$ cat src/rtl/fpba_pkg.sv
// ----------------------------------------------------------------------------
// Fit-policy block allocator package
// Shared codes, sequencer states and the compare-unit control group.
// ----------------------------------------------------------------------------
package fpba_pkg;

	// Fixed widths of the channel fields
	localparam int AMOUNT_W = 16;
	localparam int INDEX_W  = 5;
	localparam int FUNC_W   = 2;
	localparam int POLICY_W = 2;

	// Item function codes
	localparam logic [FUNC_W-1:0] FUNC_LOAD  = 2'd0;
	localparam logic [FUNC_W-1:0] FUNC_ALLOC = 2'd1;
	localparam logic [FUNC_W-1:0] FUNC_CLEAR = 2'd2;

	// Policy codes; any other code behaves as next fit
	localparam logic [POLICY_W-1:0] POL_NEXT  = 2'd0;
	localparam logic [POLICY_W-1:0] POL_BEST  = 2'd1;
	localparam logic [POLICY_W-1:0] POL_WORST = 2'd2;

	typedef enum logic [1:0] {
		ST_IDLE,
		ST_SCAN,
		ST_DONE
	} fpba_state_t;

	// Control group for the shared compare unit
	typedef struct packed {
		logic best;   // smallest fitting entry wins
		logic worst;  // largest fitting entry wins
		logic found;  // a candidate is already held
	} fpba_cmp_ctl_t;

endpackage

$ cat src/rtl/fpba_mem.sv
// ----------------------------------------------------------------------------
// Block size table
// One write port, one read port with registered read data.
// ----------------------------------------------------------------------------
module fpba_mem #(
	parameter int DEPTH = 32,
	parameter int AW    = 5,
	parameter int DW    = 16
) (
	input  logic          clk,
	input  logic          we,
	input  logic [AW-1:0] waddr,
	input  logic [DW-1:0] wdata,
	input  logic          re,
	input  logic [AW-1:0] raddr,
	output logic [DW-1:0] rdata
);

	logic [DW-1:0] mem_q [DEPTH];

	always_ff @(posedge clk) begin
		if (we) begin
			mem_q[waddr] <= wdata;
		end
	end

	always_ff @(posedge clk) begin
		if (re) begin
			rdata <= mem_q[raddr];
		end
	end

endmodule

$ cat src/rtl/fpba_cmp.sv
// ----------------------------------------------------------------------------
// Fit compare unit
// Decides whether the entry just read fits and replaces the held candidate.
// ----------------------------------------------------------------------------
module fpba_cmp
	import fpba_pkg::*;
#(
	parameter int DW = 16
) (
	input  fpba_cmp_ctl_t ctl,
	input  logic [DW-1:0] req,
	input  logic [DW-1:0] entry,
	input  logic [DW-1:0] held,
	output logic          fits,
	output logic          take
);

	always_comb begin
		fits = (req <= entry);
		take = fits && (!ctl.found
			|| (ctl.best && (entry < held))
			|| (ctl.worst && (entry > held)));
	end

endmodule

$ cat src/rtl/fit_policy_block_allocator.sv
// ----------------------------------------------------------------------------
// Fit-policy block allocator
// Free-block table searched by next-fit, best-fit or worst-fit policy.
// ----------------------------------------------------------------------------
// Usage:
//   Input channel (in_valid/in_stall, func, amount) carries one transaction
//   per item: load appends a block size, clear empties the table and the
//   rotating pointer, allocate searches the table. Loads into a full table
//   and unused function codes are dropped without a result.
//   Output channel (out_valid/out_stall, granted, block_index, remaining)
//   carries one transaction per allocate item.
//   policy_we/policy_wdata writes the policy register; write it while idle.
// Timing:
//   Loads and clears finish while idle. An allocate reads the loaded
//   entries one per cycle through the single table read port and one shared
//   compare unit, and stops early when next fit hits; an empty table skips
//   the reads. in_stall stays high from an accepted allocate until its result
//   enters the output register.
// Reset clears the table count, the pointer, the policy and the output
// valid; table contents stay undefined until loaded.
// A stalled result waits in the output register; the block still takes
// loads and clears, and a following allocate holds at its end until the
// earlier result has gone.
// ----------------------------------------------------------------------------
module fit_policy_block_allocator
	import fpba_pkg::*;
#(
	parameter int NUM_BLOCKS = 32,
	parameter int SIZE_BITS  = 16
) (
	input  logic                clk,
	input  logic                arst_n,
	// configuration
	input  logic                policy_we,
	input  logic [POLICY_W-1:0] policy_wdata,
	// input channel
	input  logic                in_valid,
	output logic                in_stall,
	input  logic [FUNC_W-1:0]   func,
	input  logic [AMOUNT_W-1:0] amount,
	// output channel
	output logic                out_valid,
	input  logic                out_stall,
	output logic                granted,
	output logic [INDEX_W-1:0]  block_index,
	output logic [AMOUNT_W-1:0] remaining
);

	localparam int AW    = $clog2(NUM_BLOCKS);
	localparam int CNT_W = $clog2(NUM_BLOCKS + 1);
	localparam int DW    = SIZE_BITS;

	fpba_state_t state_q, state_d;

	logic [POLICY_W-1:0] policy_q;
	logic [CNT_W-1:0]    count_q;
	logic [AW-1:0]       ptr_q;

	// search registers
	logic [DW-1:0]    req_q;
	logic [AW-1:0]    addr_q;
	logic [CNT_W-1:0] issue_left_q;
	logic [CNT_W-1:0] cmp_left_q;
	logic             rd_valid_s1;
	logic [AW-1:0]    addr_s1;
	logic             found_q;
	logic [AW-1:0]    best_idx_q;
	logic [DW-1:0]    best_size_q;

	// output register
	logic                out_valid_q;
	logic                granted_q;
	logic [INDEX_W-1:0]  index_q;
	logic [AMOUNT_W-1:0] remaining_q;

	// table ports
	logic          mem_we;
	logic [AW-1:0] mem_waddr;
	logic [DW-1:0] mem_wdata;
	logic          mem_re;
	logic [DW-1:0] mem_rdata;

	logic          in_accept;
	logic          next_fit;
	logic          is_best;
	logic          is_worst;
	logic          fits;
	logic          take;
	logic          scan_end;
	logic          finish;
	logic [AW-1:0] start_addr;
	logic [AW-1:0] addr_next;
	logic [DW-1:0] amt;
	logic [DW-1:0] left;
	logic [AW+INDEX_W-1:0]  idx_ext;
	logic [DW+AMOUNT_W-1:0] amt_ext;
	logic [DW+AMOUNT_W-1:0] left_ext;
	fpba_cmp_ctl_t cmp_ctl;

	// Take amount modulo 2^SIZE_BITS, widening when the table is wider.
	assign amt_ext = {{DW{1'b0}}, amount};
	assign amt     = amt_ext[DW-1:0];

	assign is_best  = (policy_q == POL_BEST);
	assign is_worst = (policy_q == POL_WORST);
	assign next_fit = !is_best && !is_worst;

	assign in_accept = in_valid && !in_stall;

	// Next fit resumes at the pointer unless it fell past the table end.
	assign start_addr = (next_fit && (CNT_W'(ptr_q) < count_q)) ? ptr_q : '0;
	assign addr_next  = (CNT_W'(addr_q) == count_q - CNT_W'(1)) ? '0 : addr_q + AW'(1);

	assign cmp_ctl = '{best: is_best, worst: is_worst, found: found_q};

	fpba_cmp #(
		.DW (DW)
	) u_cmp (
		.ctl   (cmp_ctl),
		.req   (req_q),
		.entry (mem_rdata),
		.held  (best_size_q),
		.fits  (fits),
		.take  (take)
	);

	fpba_mem #(
		.DEPTH (NUM_BLOCKS),
		.AW    (AW),
		.DW    (DW)
	) u_mem (
		.clk   (clk),
		.we    (mem_we),
		.waddr (mem_waddr),
		.wdata (mem_wdata),
		.re    (mem_re),
		.raddr (addr_q),
		.rdata (mem_rdata)
	);

	// Stop after the last entry, or at the first hit under next fit.
	assign scan_end = rd_valid_s1 && ((cmp_left_q == CNT_W'(1)) || (next_fit && fits));
	// Retire only once the output register is free.
	assign finish   = (state_q == ST_DONE) && (!out_valid_q || !out_stall);
	assign left     = best_size_q - req_q;

	// next state
	always_comb begin
		state_d = state_q;
		case (state_q)
			ST_IDLE: begin
				if (in_accept && (func == FUNC_ALLOC)) begin
					state_d = (count_q == '0) ? ST_DONE : ST_SCAN;
				end
			end
			ST_SCAN: begin
				if (scan_end) begin
					state_d = ST_DONE;
				end
			end
			ST_DONE: begin
				if (finish) begin
					state_d = ST_IDLE;
				end
			end
			default: state_d = ST_IDLE;
		endcase
	end

	// outputs of the sequencer
	always_comb begin
		in_stall  = 1'b1;
		mem_re    = 1'b0;
		mem_we    = 1'b0;
		mem_waddr = best_idx_q;
		mem_wdata = left;
		case (state_q)
			ST_IDLE: begin
				in_stall = 1'b0;
				// append a loaded size while there is room
				if (in_accept && (func == FUNC_LOAD) && (count_q < CNT_W'(NUM_BLOCKS))) begin
					mem_we    = 1'b1;
					mem_waddr = count_q[AW-1:0];
					mem_wdata = amt;
				end
			end
			ST_SCAN: begin
				mem_re = (issue_left_q != '0);
			end
			ST_DONE: begin
				// write back the shrunk block
				mem_we = finish && found_q;
			end
			default: in_stall = 1'b1;
		endcase
	end

	always_ff @(posedge clk or negedge arst_n) begin
		if (!arst_n) begin
			state_q <= ST_IDLE;
		end else begin
			state_q <= state_d;
		end
	end

	always_ff @(posedge clk or negedge arst_n) begin
		if (!arst_n) begin
			policy_q <= POL_NEXT;
		end else if (policy_we) begin
			policy_q <= policy_wdata;
		end
	end

	// table count and rotating pointer
	always_ff @(posedge clk or negedge arst_n) begin
		if (!arst_n) begin
			count_q <= '0;
			ptr_q   <= '0;
		end else begin
			if (in_accept && (func == FUNC_CLEAR)) begin
				count_q <= '0;
				ptr_q   <= '0;
			end else if (in_accept && (func == FUNC_LOAD) && (count_q < CNT_W'(NUM_BLOCKS))) begin
				count_q <= count_q + CNT_W'(1);
			end
			// advance the pointer past a next-fit grant, wrapping at the end
			if (finish && found_q && next_fit) begin
				ptr_q <= (CNT_W'(best_idx_q) + CNT_W'(1) < count_q) ? best_idx_q + AW'(1) : '0;
			end
		end
	end

	always_ff @(posedge clk or negedge arst_n) begin
		if (!arst_n) begin
			rd_valid_s1 <= 1'b0;
			found_q     <= 1'b0;
		end else begin
			if (state_q == ST_IDLE) begin
				rd_valid_s1 <= 1'b0;
				if (in_accept && (func == FUNC_ALLOC)) begin
					found_q <= 1'b0;
				end
			end else if (state_q == ST_SCAN) begin
				rd_valid_s1 <= mem_re;
				if (rd_valid_s1 && take) begin
					found_q <= 1'b1;
				end
			end
		end
	end

	// search datapath
	always_ff @(posedge clk) begin
		if (in_accept && (func == FUNC_ALLOC)) begin
			req_q        <= amt;
			addr_q       <= start_addr;
			issue_left_q <= count_q;
			cmp_left_q   <= count_q;
		end else if (state_q == ST_SCAN) begin
			if (mem_re) begin
				addr_q       <= addr_next;
				issue_left_q <= issue_left_q - CNT_W'(1);
			end
			addr_s1 <= addr_q;
			if (rd_valid_s1) begin
				cmp_left_q <= cmp_left_q - CNT_W'(1);
				if (take) begin
					best_idx_q  <= addr_s1;
					best_size_q <= mem_rdata;
				end
			end
		end
	end

	assign idx_ext  = {{INDEX_W{1'b0}}, best_idx_q};
	assign left_ext = {{AMOUNT_W{1'b0}}, left};

	// output register: hold while stalled, drop once taken
	always_ff @(posedge clk or negedge arst_n) begin
		if (!arst_n) begin
			out_valid_q <= 1'b0;
		end else if (finish) begin
			out_valid_q <= 1'b1;
		end else if (!out_stall) begin
			out_valid_q <= 1'b0;
		end
	end

	always_ff @(posedge clk) begin
		if (finish) begin
			granted_q   <= found_q;
			index_q     <= found_q ? idx_ext[INDEX_W-1:0] : '0;
			remaining_q <= found_q ? left_ext[AMOUNT_W-1:0] : '0;
		end
	end

	assign out_valid   = out_valid_q;
	assign granted     = granted_q;
	assign block_index = index_q;
	assign remaining   = remaining_q;

	// ------------------------------------------------------------------
	// Assertions
	// ------------------------------------------------------------------
	a_count_range: assert property (@(posedge clk) disable iff (!arst_n)
		count_q <= CNT_W'(NUM_BLOCKS))
		else $error("table count beyond capacity");

	a_scan_nonempty: assert property (@(posedge clk) disable iff (!arst_n)
		(state_q == ST_SCAN) |-> (count_q != '0))
		else $error("search running on an empty table");

	a_pick_loaded: assert property (@(posedge clk) disable iff (!arst_n)
		(state_q == ST_DONE && found_q) |-> (CNT_W'(best_idx_q) < count_q))
		else $error("chosen block outside the loaded entries");

	a_pick_fits: assert property (@(posedge clk) disable iff (!arst_n)
		(state_q == ST_DONE && found_q) |-> (req_q <= best_size_q))
		else $error("chosen block smaller than the request");

	a_cmp_bounded: assert property (@(posedge clk) disable iff (!arst_n)
		(state_q == ST_SCAN && rd_valid_s1) |-> (cmp_left_q != '0))
		else $error("compare past the last loaded entry");

endmodule

$ cat config.mk
export PLATFORM = sky130hd
export DESIGN_NAME = fit_policy_block_allocator
export DESIGN_NICKNAME = d
export VERILOG_FILES = /design/src/rtl/fpba_pkg.sv /design/src/rtl/fpba_mem.sv /design/src/rtl/fpba_cmp.sv /design/src/rtl/fit_policy_block_allocator.sv
export SDC_FILE = /design/constraint.sdc
export NUM_CORES = 1
export LEC_CHECK = 0
export ABC_AREA = 1
export BUFFER_PORTS_ARGS = -buffer_cell sky130_fd_sc_hd__buf_2
export CORE_UTILIZATION = 55
export CTS_BUF_LIST = sky130_fd_sc_hd__clkbuf_8
export CTS_CLUSTER_DIAMETER = 60
export DETAILED_ROUTE_END_ITERATION = 7
export GPL_ROUTABILITY_DRIVEN = 0
export PLACE_DENSITY_LB_ADDON = 0.2
export SYNTH_ARGS = -nofsm -noshare
export SYNTH_HDL_FRONTEND = slang
export SYNTH_HIERARCHICAL = 1
export SYNTH_SLANG_ARGS = --single-unit
$ cat constraint.sdc
create_clock -name clk -period 7.4 [get_ports clk]
set_input_delay 1.11 -clock clk [delete_from_list [all_inputs] [get_ports clk]]
set_output_delay 1.11 -clock clk [all_outputs]
set_load 0.01 [all_outputs]
; ---- Word-level counts from Yosys, hierarchy flattened
; Memories as Yosys holds them, arrays and structs flattened. A register that Yosys moved wholly into a read port is not among the register bits.
; Cells that the tools add are included.
[totals]
ff_bits = 99
latch_bits = 0
ram_bits = 512
rom_bits = 0
in_bits = 25
output_inout_bits = 24
elab_cells = 126
n_memories = 1
[mem_list]
columns = memory, words, word_bits, rd, rd_ports_with_merged_regs, write_ports, line
row1 = u_mem.mem_q, 32, 16, 1, 1, 1, fpba_mem.sv:19  ; logic [DW-1:0] mem_q [DEPTH];
[op_classes]
n_addsub = 8
mul = 0
div = 0
n_lt_le_gt_ge = 6
eq_ne = 12
n_shift = 0
n_mux = 39
bitwise = 1
reduce_logical = 42
[ops]
columns = operator, count
row1 = two-way mux 5 bit, 10
row2 = two-way mux 6 bit, 8
row3 = two-way mux 16 bit, 2
row4 = "subtractor 6 x 1 -> 6 bit, second input constant", 3
row5 = > comparator 16 bit, 1
row6 = <= comparator 16 bit, 1
row7 = logical AND 1 bit, 16
row8 = < comparator 16 bit, 1
row9 = subtractor 16 bit, 1
row10 = nonzero test 2 bit, 7
row11 = two-way mux 1 bit, 13
row12 = "adder 5 x 1 -> 5 bit, second input constant", 2
row13 = two-way mux 2 bit, 4
row14 = "adder 5 x 1 -> 6 bit, second input constant", 1
row15 = "adder 6 x 1 -> 6 bit, second input constant", 1
row16 = "equality test 2 x 1 -> 1 bit, second input constant", 3
row17 = "equality test 2 bit, second input constant", 3
row18 = equality test 5 x 6 -> 1 bit, 1
row19 = "equality test 6 x 1 -> 1 bit, second input constant", 1
row20 = logical NOT 6 bit, 1
row21 = < comparator 5 x 6 -> 1 bit, 1
row22 = < comparator 6 bit, 1
row23 = "< comparator 6 bit, second input constant", 1
row24 = one-hot mux 2 bit (3 select lines), 1
row25 = other kinds (11), 24

; ---- Logic depth before layout (Yosys ltp)
; Gate-level depths: netlist (run 1).
[logic_depth]
depth_word = 9
ltp_mapped = 16
ltp_nobuf = 16

; ---- By module
; Netlist (run 1), hierarchy kept.
[by_module_without_submodules]
columns = mod, n_inst, cells_per_inst, area_each_um2, seq_area_each_um2
row1 = fpba_mem, 1, 1794, 21461.8, 15855.2
row2 = fit_policy_block_allocator, 1, 638, 5565.3, 2882.8
row3 = fpba_cmp, 1, 144, 864.6, 0.0

; ---- Worst setup path after synthesis (run 1)
; Ideal clock, no wire load.
[synth_timing]
path_kind = input -> register
from = input in_valid
to = memory u_mem.mem_q[0][2], data pin
setup_ns = 0.454
arrival_time_ns = 2.912
required_ns = 6.946
setup_slack_ns = 4.034
path_stages = 7
n_path_buf = 2
cell_sequence = nand2_2 -> nor3_4 -> nand2_1 -> inv_2 -> buf_6 -> buf_6 -> o21ai_0
[synth_between]
elab_chain_cells = 5
[synth_lines]
columns = element, line
row1 = start: declaration, fit_policy_block_allocator.sv:37  ; input logic in_valid,
row2 = logical AND 1 bit, fit_policy_block_allocator.sv:108  ; assign in_accept = in_valid && !in_stall;
row3 = logical AND 1 bit (2 in series), fit_policy_block_allocator.sv:181  ; if (in_accept && (func == FUNC_LOAD) && (count_q < CNT_W'(NUM_BLOCKS))) begin
row4 = two-way mux 16 bit, fit_policy_block_allocator.sv:181
row5 = two-way mux 16 bit, fit_policy_block_allocator.sv:177  ; case (state_q)
row6 = net mem_wdata[2], fit_policy_block_allocator.sv:79  ; logic [DW-1:0] mem_wdata;
row7 = end: declaration, fpba_mem.sv:19
; The timed path passes the listed nets, and every way through them passes these cells.

; ---- Worst setup path in the final report (run 1)
[layout_timing]
from = register state_q[1]
to = memory u_mem.mem_q[28][0], enable pin
[layout_between]
word_cells_on_any_way = 13
classes_between = eq/ne: 1 / mux: 6 / reduce/logical: 6
[layout_lines]
columns = element, line
row1 = start: declaration, fit_policy_block_allocator.sv:53  ; fpba_state_t state_q, state_d;
row2 = start signal: assignment, fit_policy_block_allocator.sv:202  ; state_q <= state_d;
row3 = logical NOT 2 bit (*), fit_policy_block_allocator.sv:177
row4 = logical AND 1 bit, fit_policy_block_allocator.sv:108
row5 = logical AND 1 bit (2 in series), fit_policy_block_allocator.sv:181
row6 = two-way mux 5 bit, fit_policy_block_allocator.sv:181
row7 = two-way mux 5 bit (*), fit_policy_block_allocator.sv:177
row8 = net mem_waddr[0], fit_policy_block_allocator.sv:78  ; logic [AW-1:0] mem_waddr;
; Mark *: on every way through the listed nets, which the timed path passes. The rest lies on a longest branch.

==> run summary, run 1 <==
The flow ran to the end, and the final reports show no timing, DRC or antenna violations. The number of clock buffers added by TritonCTS is 101. The data required time at the worst endpoint came out at 7700 ps. The post-route standard cell area excluding fillers is 0.0304 mm2. The cell with the largest stage delay on the worst path is sky130_fd_sc_hd__nor2_1.

The number of top-level pins came out at 49. The final number of max-transition violations came to 0. The worst ir drop on vdd came out at 0.415 mV. The die covers 0.0516 mm2.

The first TritonRoute pass finished after 7 iterations. The clock arrives with 45.2 ps of skew. The wire length of the first global-routing pass is 104000 um. For the pin with the worst max-slew slack, the measured transition is 1180 ps.

TritonCTS built the clock tree. The worst slew margin relative to its limit came out at 20.8%. The count of nets left with antenna violations after detail routing came out at 0.

After synthesis the cells add up to 0.0279 mm2. The clock-pin slew of the registers on the worst-case setup and hold paths came out at 60 ps. Summed over all nets, the half-perimeter wirelength after detailed placement is 40800 um. The sequential element share of the synthesized area came out at 67.2%. The pin count of the biggest net entering global routing came out at 183. After synthesis, the cell types taking the most area are sky130_fd_sc_hd__edfxtp_1, sky130_fd_sc_hd__nand2_1, sky130_fd_sc_hd__nand3_1, sky130_fd_sc_hd__ha_1, sky130_fd_sc_hd__inv_1. The count of final setup violators is 0. The summed negative setup slack over all endpoints is 0 ps. The floorplan has 82 rows. The commonest cells after synthesis are sky130_fd_sc_hd__nand2_1, sky130_fd_sc_hd__edfxtp_1, sky130_fd_sc_hd__nand3_1, sky130_fd_sc_hd__inv_1, sky130_fd_sc_hd__nor2_1.

The delay of the slowest cell on the worst path is 1110 ps. From synthesis to final layout, the design area changed by 9.07%. Setup repair after global routing left no endpoint under its margin. The number of hold-slack violations in the final timing report came to 0.

After the first detailed-routing iteration, the DRC count stood at 2066. After layout, the design draws a total of 11.8 mW. The net count of the finished layout is 2762. The number of I/O port buffers came out at 48. The chip height came out at 227 um. The upper clock frequency limit came out at 251 MHz. STA classifies the critical path startpoint as a flip-flop.

The count of maximum capacitance violations came out at 0. The signal on the critical path passes through nor2_4 -> nand2_2 -> nor3_4 -> nand2_1 -> buf_4 -> inv_2 -> o21bai_1 -> inv_1 -> nand3_1 -> nor2_1. The post-route worst hold slack is 328 ps. STA classifies the critical path endpoint as a flip-flop. The final wirelength is 67900 um. The placement-stage cell area is 0.0287 mm2.

The number of cells on the worst reg-to-reg path is 10. The total grt overflow came out at 0. The fraction of synthesized cell area taken by the top area cell type is 65.6%.

In the routed layout, each cell is associated on average with a via count of 5.55. The clock tree synthesis step divided the H-tree into 3 levels. The clock passes through at most 3 buffers.

Dividing the synthesized area by the synthesized cell count gives 10.8 um2. The synthesized instance count is 2576. The remaining routing DRC violations came out at 0. The initial antenna violation count is 1. The clock tree root buffer cell is sky130_fd_sc_hd__clkbuf_8.

The effective utilization at floorplan is 55.7%. The biggest fanout along the worst timing path came out at 29. The synthesized net count is 2668. The number of buffers inserted by hold repair at cts is 0.

Counting flops with an async set or reset pin after synthesis yields a share of 2.87%. The count of clock tree sinks came out at 627. Counting flops and latches in the post-synthesis netlist gives 627.

The number of enable-type register cells in the synthesized netlist is 609. The power density over the cells is 388 mW/mm2. Across every metal layer, demand over resource in global routing totals 27.0%. Among all flip-flop cells after synthesis, the most frequent one is sky130_fd_sc_hd__edfxtp_1. The total number of vias is 18.9k. The number of setup buffers added after CTS is 0.

The insertion delay of the later-clocked pin in the worst-skew pair is 710 ps. Data on the critical path arrives at its endpoint at 4280 ps. The final period demand of the worst path is 3980 ps. The critical path is of the flip-flop to flip-flop type. The via count of the first global-routing pass came to 18.3k. The yosys synthesis warning count is 6. The count of distinct cell types in the synthesized netlist came out at 36. The number of gates resized after CTS was 0. At the placement stage, the worst setup path has a slack of 2840 ps. The static leakage came out at 12.3 nW. The largest total area in the synthesized netlist belongs to sky130_fd_sc_hd__edfxtp_1.

The placeable core region is 0.0501 mm2. In this run the worst hold path is classified as primary input to asynchronous set/reset pin. The final critical path takes up 53.8% of the cycle. In the post-synthesis netlist, the cell with the most instances is sky130_fd_sc_hd__nand2_1.

The mean routed wirelength per cell came out at 19.9 um. The setup slack after layout came out at 3420 ps. The horizontal extent of the die came out at 227 um. The post-route netlist has 8.84% of its cells at a drive strength greater than 1.
[kinds of logic after synthesis]
kind of cell               after synthesis  share of synthesized area (%)
xor gates and xnor gates                19                          0.597
DFF                                    627                           67.2
AOI/OAI and AO/OA                       83                           1.53
buffers and inverters                  274                           5.05
and+or+nand+nor                       1506                           22.6
adders and majority gates               67                           3.03
[where the power goes]
| part | switching (mW) | internal (mW) |
|---|---|---|
| Clock | 1.33 | 1.33 |
| Combinational | 3.29 | 1.15 |
| Sequential | 0.151 | 4.56 |
| Total | 4.76 | 7.04 |
[cell type report]
type                            count  area [um2]
Antenna cell                        1        2.50
Clock buffer                      104        1430
Clock inverter                     68         324
Fill cell                        4071       19600
Inverter                          158         601
Multi-Input combinational cell   1675        7780
Sequential cell                   627       18700
Tap cell                          672         841
Timing Repair Buffer              107         708
[worst max-delay path: cells and delay by family, from the launching register on]
family | cells | cell delay, ps
buffers and inverters | 3 | 770
flip-flops | 1 | 440
AO/OA/AOI/OAI | 1 | 240
AND/OR/NAND/NOR | 6 | 2110
[cell usage in the layout, fill, tap and decap left out, types with 5 or more instances in the layout]
cell type | Yosys | routed
sky130_fd_sc_hd__xor2_1 | 9 | 9
sky130_fd_sc_hd__o21ai_2 | 0 | 8
sky130_fd_sc_hd__edfxtp_1 | 609 | 609
sky130_fd_sc_hd__nor3_1 | 6 | 6
sky130_fd_sc_hd__buf_2 | 37 | 48
sky130_fd_sc_hd__nand2_1 | 941 | 941
sky130_fd_sc_hd__xnor2_1 | 10 | 10
sky130_fd_sc_hd__nand4_1 | 8 | 8
sky130_fd_sc_hd__nand3_1 | 449 | 449
sky130_fd_sc_hd__dfrtp_1 | 18 | 18
sky130_fd_sc_hd__a21oi_1 | 35 | 35
sky130_fd_sc_hd__nor2_1 | 89 | 89
sky130_fd_sc_hd__inv_6 | 1 | 5
sky130_fd_sc_hd__ha_1 | 66 | 66
sky130_fd_sc_hd__buf_4 | 28 | 57
sky130_fd_sc_hd__inv_1 | 153 | 188
sky130_fd_sc_hd__o21ai_0 | 43 | 35
sky130_fd_sc_hd__clkinv_1 | 2 | 24
sky130_fd_sc_hd__clkbuf_8 | 0 | 104
[worst paths after layout]
path	to	from	slack (ps)
setup / recovery	u_mem/mem_q[28][0]	state_q[1]	3420
hold / removal	rd_valid_s1	arst_n	330
setup reg to reg	u_mem/mem_q[28][0]	state_q[1]	3420
hold reg to reg	best_idx_q[4]	addr_s1[4]	420
max in group asynchronous	count_q[1]	arst_n	6780
min in group clk	best_idx_q[4]	addr_s1[4]	420
[routing by layer]
metal | track usage, % | up-vias | share of wire [%]
li1 | - | 8989 | -
met1 | 36.7 | 8947 | 42
met2 | 43.9 | 870 | 47
met3 | 4.08 | 140 | 8.0
met4 | 10.7 | 2 | 3.0
met5 | 0 | - | 0.019
[flip-flops by register name, summed over array words and instances (netlist names)]
register / flops
u_mem/mem_q: 512
best_size_q: 16
remaining: 16
req_q: 16
u_mem/rdata: 16
cmp_left_q: 6
count_q: 6
issue_left_q: 6
addr_q: 5
addr_s1: 5
best_idx_q: 5
block_index: 5
ptr_q: 5
policy_q: 2
state_q: 2
found_q: 1
granted: 1
out_valid: 1
rd_valid_s1: 1
[through the flow]
stage               utilization (%)  std cells
floorplan                         -       2576
global placement               57.2       3239
detailed placement             57.2       3239
CTS                            60.8       3411
global route                   60.8       3412
finish                         60.8       3412
No activity file was read; power rests on OpenSTA's default activity.
==> inputs of run 2 (changes only) <==
Settings changed: ABC_AREA 1 to 0.
Clock period 7.4 ns to 3.46 ns, I/O delays scaled along.
==> run summary, run 2 <==
The run finished with clean final reports. The CTS H-tree depth came out at 3. The family with the most delay on the worst path is simple AND/OR/NAND/NOR gates. The total global routing track utilization is 25.8%. The delay of the slowest cell on the worst path came out at 540 ps.

The final period demand of the worst path is 3190 ps. By area the synthesized netlist is led by sky130_fd_sc_hd__edfxtp_1, sky130_fd_sc_hd__mux2i_1, sky130_fd_sc_hd__ha_1, sky130_fd_sc_hd__a22oi_1, sky130_fd_sc_hd__dfrtp_1. Summing every instance area after synthesis gives 0.0268 mm2. The biggest fanout along the worst timing path is 14. The upper clock frequency limit came out at 313 MHz. The mean routed wirelength per cell came out at 24.6 um. The yosys synthesis warning count came out at 6. STA classifies the critical path endpoint as a flip-flop.

The synthesized net count came out at 1819. The insertion delay of the later-clocked pin in the worst-skew pair came out at 690 ps. The detailed-routing iteration count for the pre-antenna-repair pass is 5. The synthesized design devotes to its leading area cell type 68.2% of total area. The post-detailed-route via-to-cell ratio came out at 5.94. The count of clock tree sinks came out at 627. The cell row count is 80. The data required time at the worst endpoint came out at 3840 ps. The core region is 0.0479 mm2.

The most common cell in the synthesized netlist is sky130_fd_sc_hd__edfxtp_1. The setup slack after layout is 269 ps. Leaving out fill and tap cells, the most frequent cells in the layout are sky130_fd_sc_hd__edfxtp_1, sky130_fd_sc_hd__mux2i_1, sky130_fd_sc_hd__clkbuf_8. The number of enable-type register cells in the synthesized netlist came out at 609. Of all cell types, the one taking the most synthesized area is sky130_fd_sc_hd__edfxtp_1. The clock-pin slew of the registers on the worst-case setup and hold paths came out at 60 ps. The count of distinct cell types in the synthesized netlist came out at 70. The die is 223 um tall. In this run the mean area of a mapped cell was 15.5 um2. The effective utilization at floorplan came out at 55.9%. The final wirelength came out at 63400 um.

Leaving out fill and tap cells, the most frequent cell in the layout is sky130_fd_sc_hd__edfxtp_1. The number of hold-slack violations in the final timing report came to 0. The via count of the first global-routing pass came out at 15.2k. The final layout net count came out at 1981. The initial antenna violation count is 1.

The pin count of the biggest net entering global routing is 72. The register name with the most flops is u_mem/mem_q. The category of the most critical setup path is flip-flop to flip-flop. Among all flip-flop cells after synthesis, the most frequent one is sky130_fd_sc_hd__edfxtp_1.

The share of cells above drive strength 1 came out at 14.8%. The tree is rooted in a sky130_fd_sc_hd__clkbuf_8. The power density over the cells is 675 mW/mm2. By instance count, the cell type seen most on the critical path is sky130_fd_sc_hd__buf_4. The worst setup path is launched from a flip-flop. The area growth from synthesis to final layout came out at 12.1%. The remaining routing DRC violations is 0. No sink is reached through more buffers than the 3 on the longest clock path. The transition time of the tightest slew-check pin is 881 ps. The static leakage came out at 11.2 nW. The count of final setup violators is 0. The total grt overflow came out at 0. Once detail routing completed, the nets flagged for antenna violations numbered 0. The horizontal extent of the die is 223 um. Traced cell by cell, the critical path runs through or3b_1 -> or4_4 -> nand2_1 -> o21ai_0 -> buf_4 -> or3b_2 -> nor2_1 -> buf_4. The register with the most flip-flops in the layout has 512 of them. For this run, asynchronously set or reset flops after synthesis account for 2.87%. The TritonCTS clock tree is yes. Summing all multi-input logic gate instances after layout gives 0.00728 mm2. The cell with the largest stage delay on the worst path is sky130_fd_sc_hd__or3b_2. The final core utilization came out at 62.7%. The layout has 3516 filler cells. The number of buffers created by CTS came out at 97. The worst ir drop on vdd is 0.397 mV. The detailed-placement wirelength estimate came out at 39500 um. The total number of vias is 15.3k. The count of maximum capacitance violations is 0.

The final number of max-transition violations came to 0. The number of buffer and inverter stages on the critical path is 2. The type of the worst min-delay path is primary input to flip-flop. In the synthesized netlist, the cells that appear most often are sky130_fd_sc_hd__edfxtp_1, sky130_fd_sc_hd__mux2i_1, sky130_fd_sc_hd__nand2_1, sky130_fd_sc_hd__nor2_1, sky130_fd_sc_hd__a21oi_1.

The buffer count from post-CTS setup fixing is 0. The first global-routing pass estimated 93100 um of wire. Input and output buffers added on the ports amount to 48. The data arrival at the endpoint of the critical path is 3570 ps. The worst clock skew is 30.9 ps.

The sequential element share of the synthesized area is 69.9%. OpenSTA, run right after detailed placement, puts the worst setup slack at 52.3 ps. The worst slew margin relative to its limit is 41.2%. The synthesized instance count is 1727. The post-route clock period utilization came out at 92.2%.

The number of top-level pins came out at 49. Setup repair after global routing left no endpoint under its margin. The detailed router finished its first iteration with 1533 violations. The die covers 0.0496 mm2.

The area of all sequential standard cells came out at 0.0187 mm2. The synthesized design contains 627 register bits.
## run 2: cell count changes after synthesis, sizes merged, moves of 15 or more
cell / previous run / this run
nand2: 942 / 85
nand3: 449 / 51
mux2i: 0 / 257
inv: 156 / 63
a22oi: 0 / 64
a21oi: 35 / 80
a22o: 0 / 37
buf: 95 / 60
o21ai: 43 / 22
a31oi: 0 / 19
nand4: 9 / 25
nor3: 9 / 24
## run 2: path summary, 6_finish.rpt
path	startpoint	end	slack, ps	cells after the start
setup / recovery	state_q[1]	u_mem/mem_q[10][10]	270	8
hold / removal	amount[0]	req_q[0]	50	1
setup reg to reg	state_q[1]	u_mem/mem_q[10][10]	270	8
hold reg to reg	addr_s1[0]	best_idx_q[0]	410	0
max in group asynchronous	arst_n	ptr_q[2]	2830	2
min in group asynchronous	arst_n	policy_q[0]	320	2
## run 2: cell type report
cell class	count	share of cell area (%)
diodes	2	0.0167
clock buffers	102	4.67
clock inverters	73	1.36
inverters	65	0.812
multi-input cells	955	24.2
flip-flops and latches	627	62.4
well taps	615	2.56
repair buffers	143	3.99
## run 2: through the flow
step	instances	hold WS, ps	power [mW]	instance area (um2)	TNS (ps)
2_1_floorplan	1727	223	12.8	26800	-26430
3_3_place_gp	2392	401	14.5	28100	0
3_5_place_dp	2392	412	14.6	28100	0
4_1_cts	2580	2.36	20.3	30000	0
5_1_grt	2580	6.75	21.0	30000	0
6_report	2582	50.6	20.3	30000	0
## run 2: kinds of logic after synthesis
family | Yosys count | share of synthesized area [%]
AO/OA/AOI/OAI | 272 | 7.00
XOR/XNOR | 34 | 1.11
adder cells (fa/ha/maj) | 67 | 3.16
buffers and inverters | 145 | 3.18
flip-flops | 627 | 69.9
multiplexers | 262 | 9.86
AND/OR/NAND/NOR | 320 | 5.79
## run 2: layer usage
metal | vias to the layer above | wire (um) | track usage [%]
met5 | - | 14 | 0
met1 | 7607 | 27200 | 35.9
met4 | 2 | 1970 | 9.59
met3 | 116 | 4460 | 5.22
li1 | 6988 | - | -
met2 | 626 | 29700 | 40.5
## run 2: repair_timing
item	in CTS	in global routing
endpoints found under the hold margin	30	0
hold buffers	13	0
endpoints found under the setup margin	0	5
gates resized for setup	0	1
## run 2: where the power goes
group          leakage (nW)  switching [mW]  internal (mW)
combinational          4.39            3.42           1.70
clock                  1.03            2.81           2.97
sequential             5.73           0.244           9.14
total                  11.2            6.47           13.8
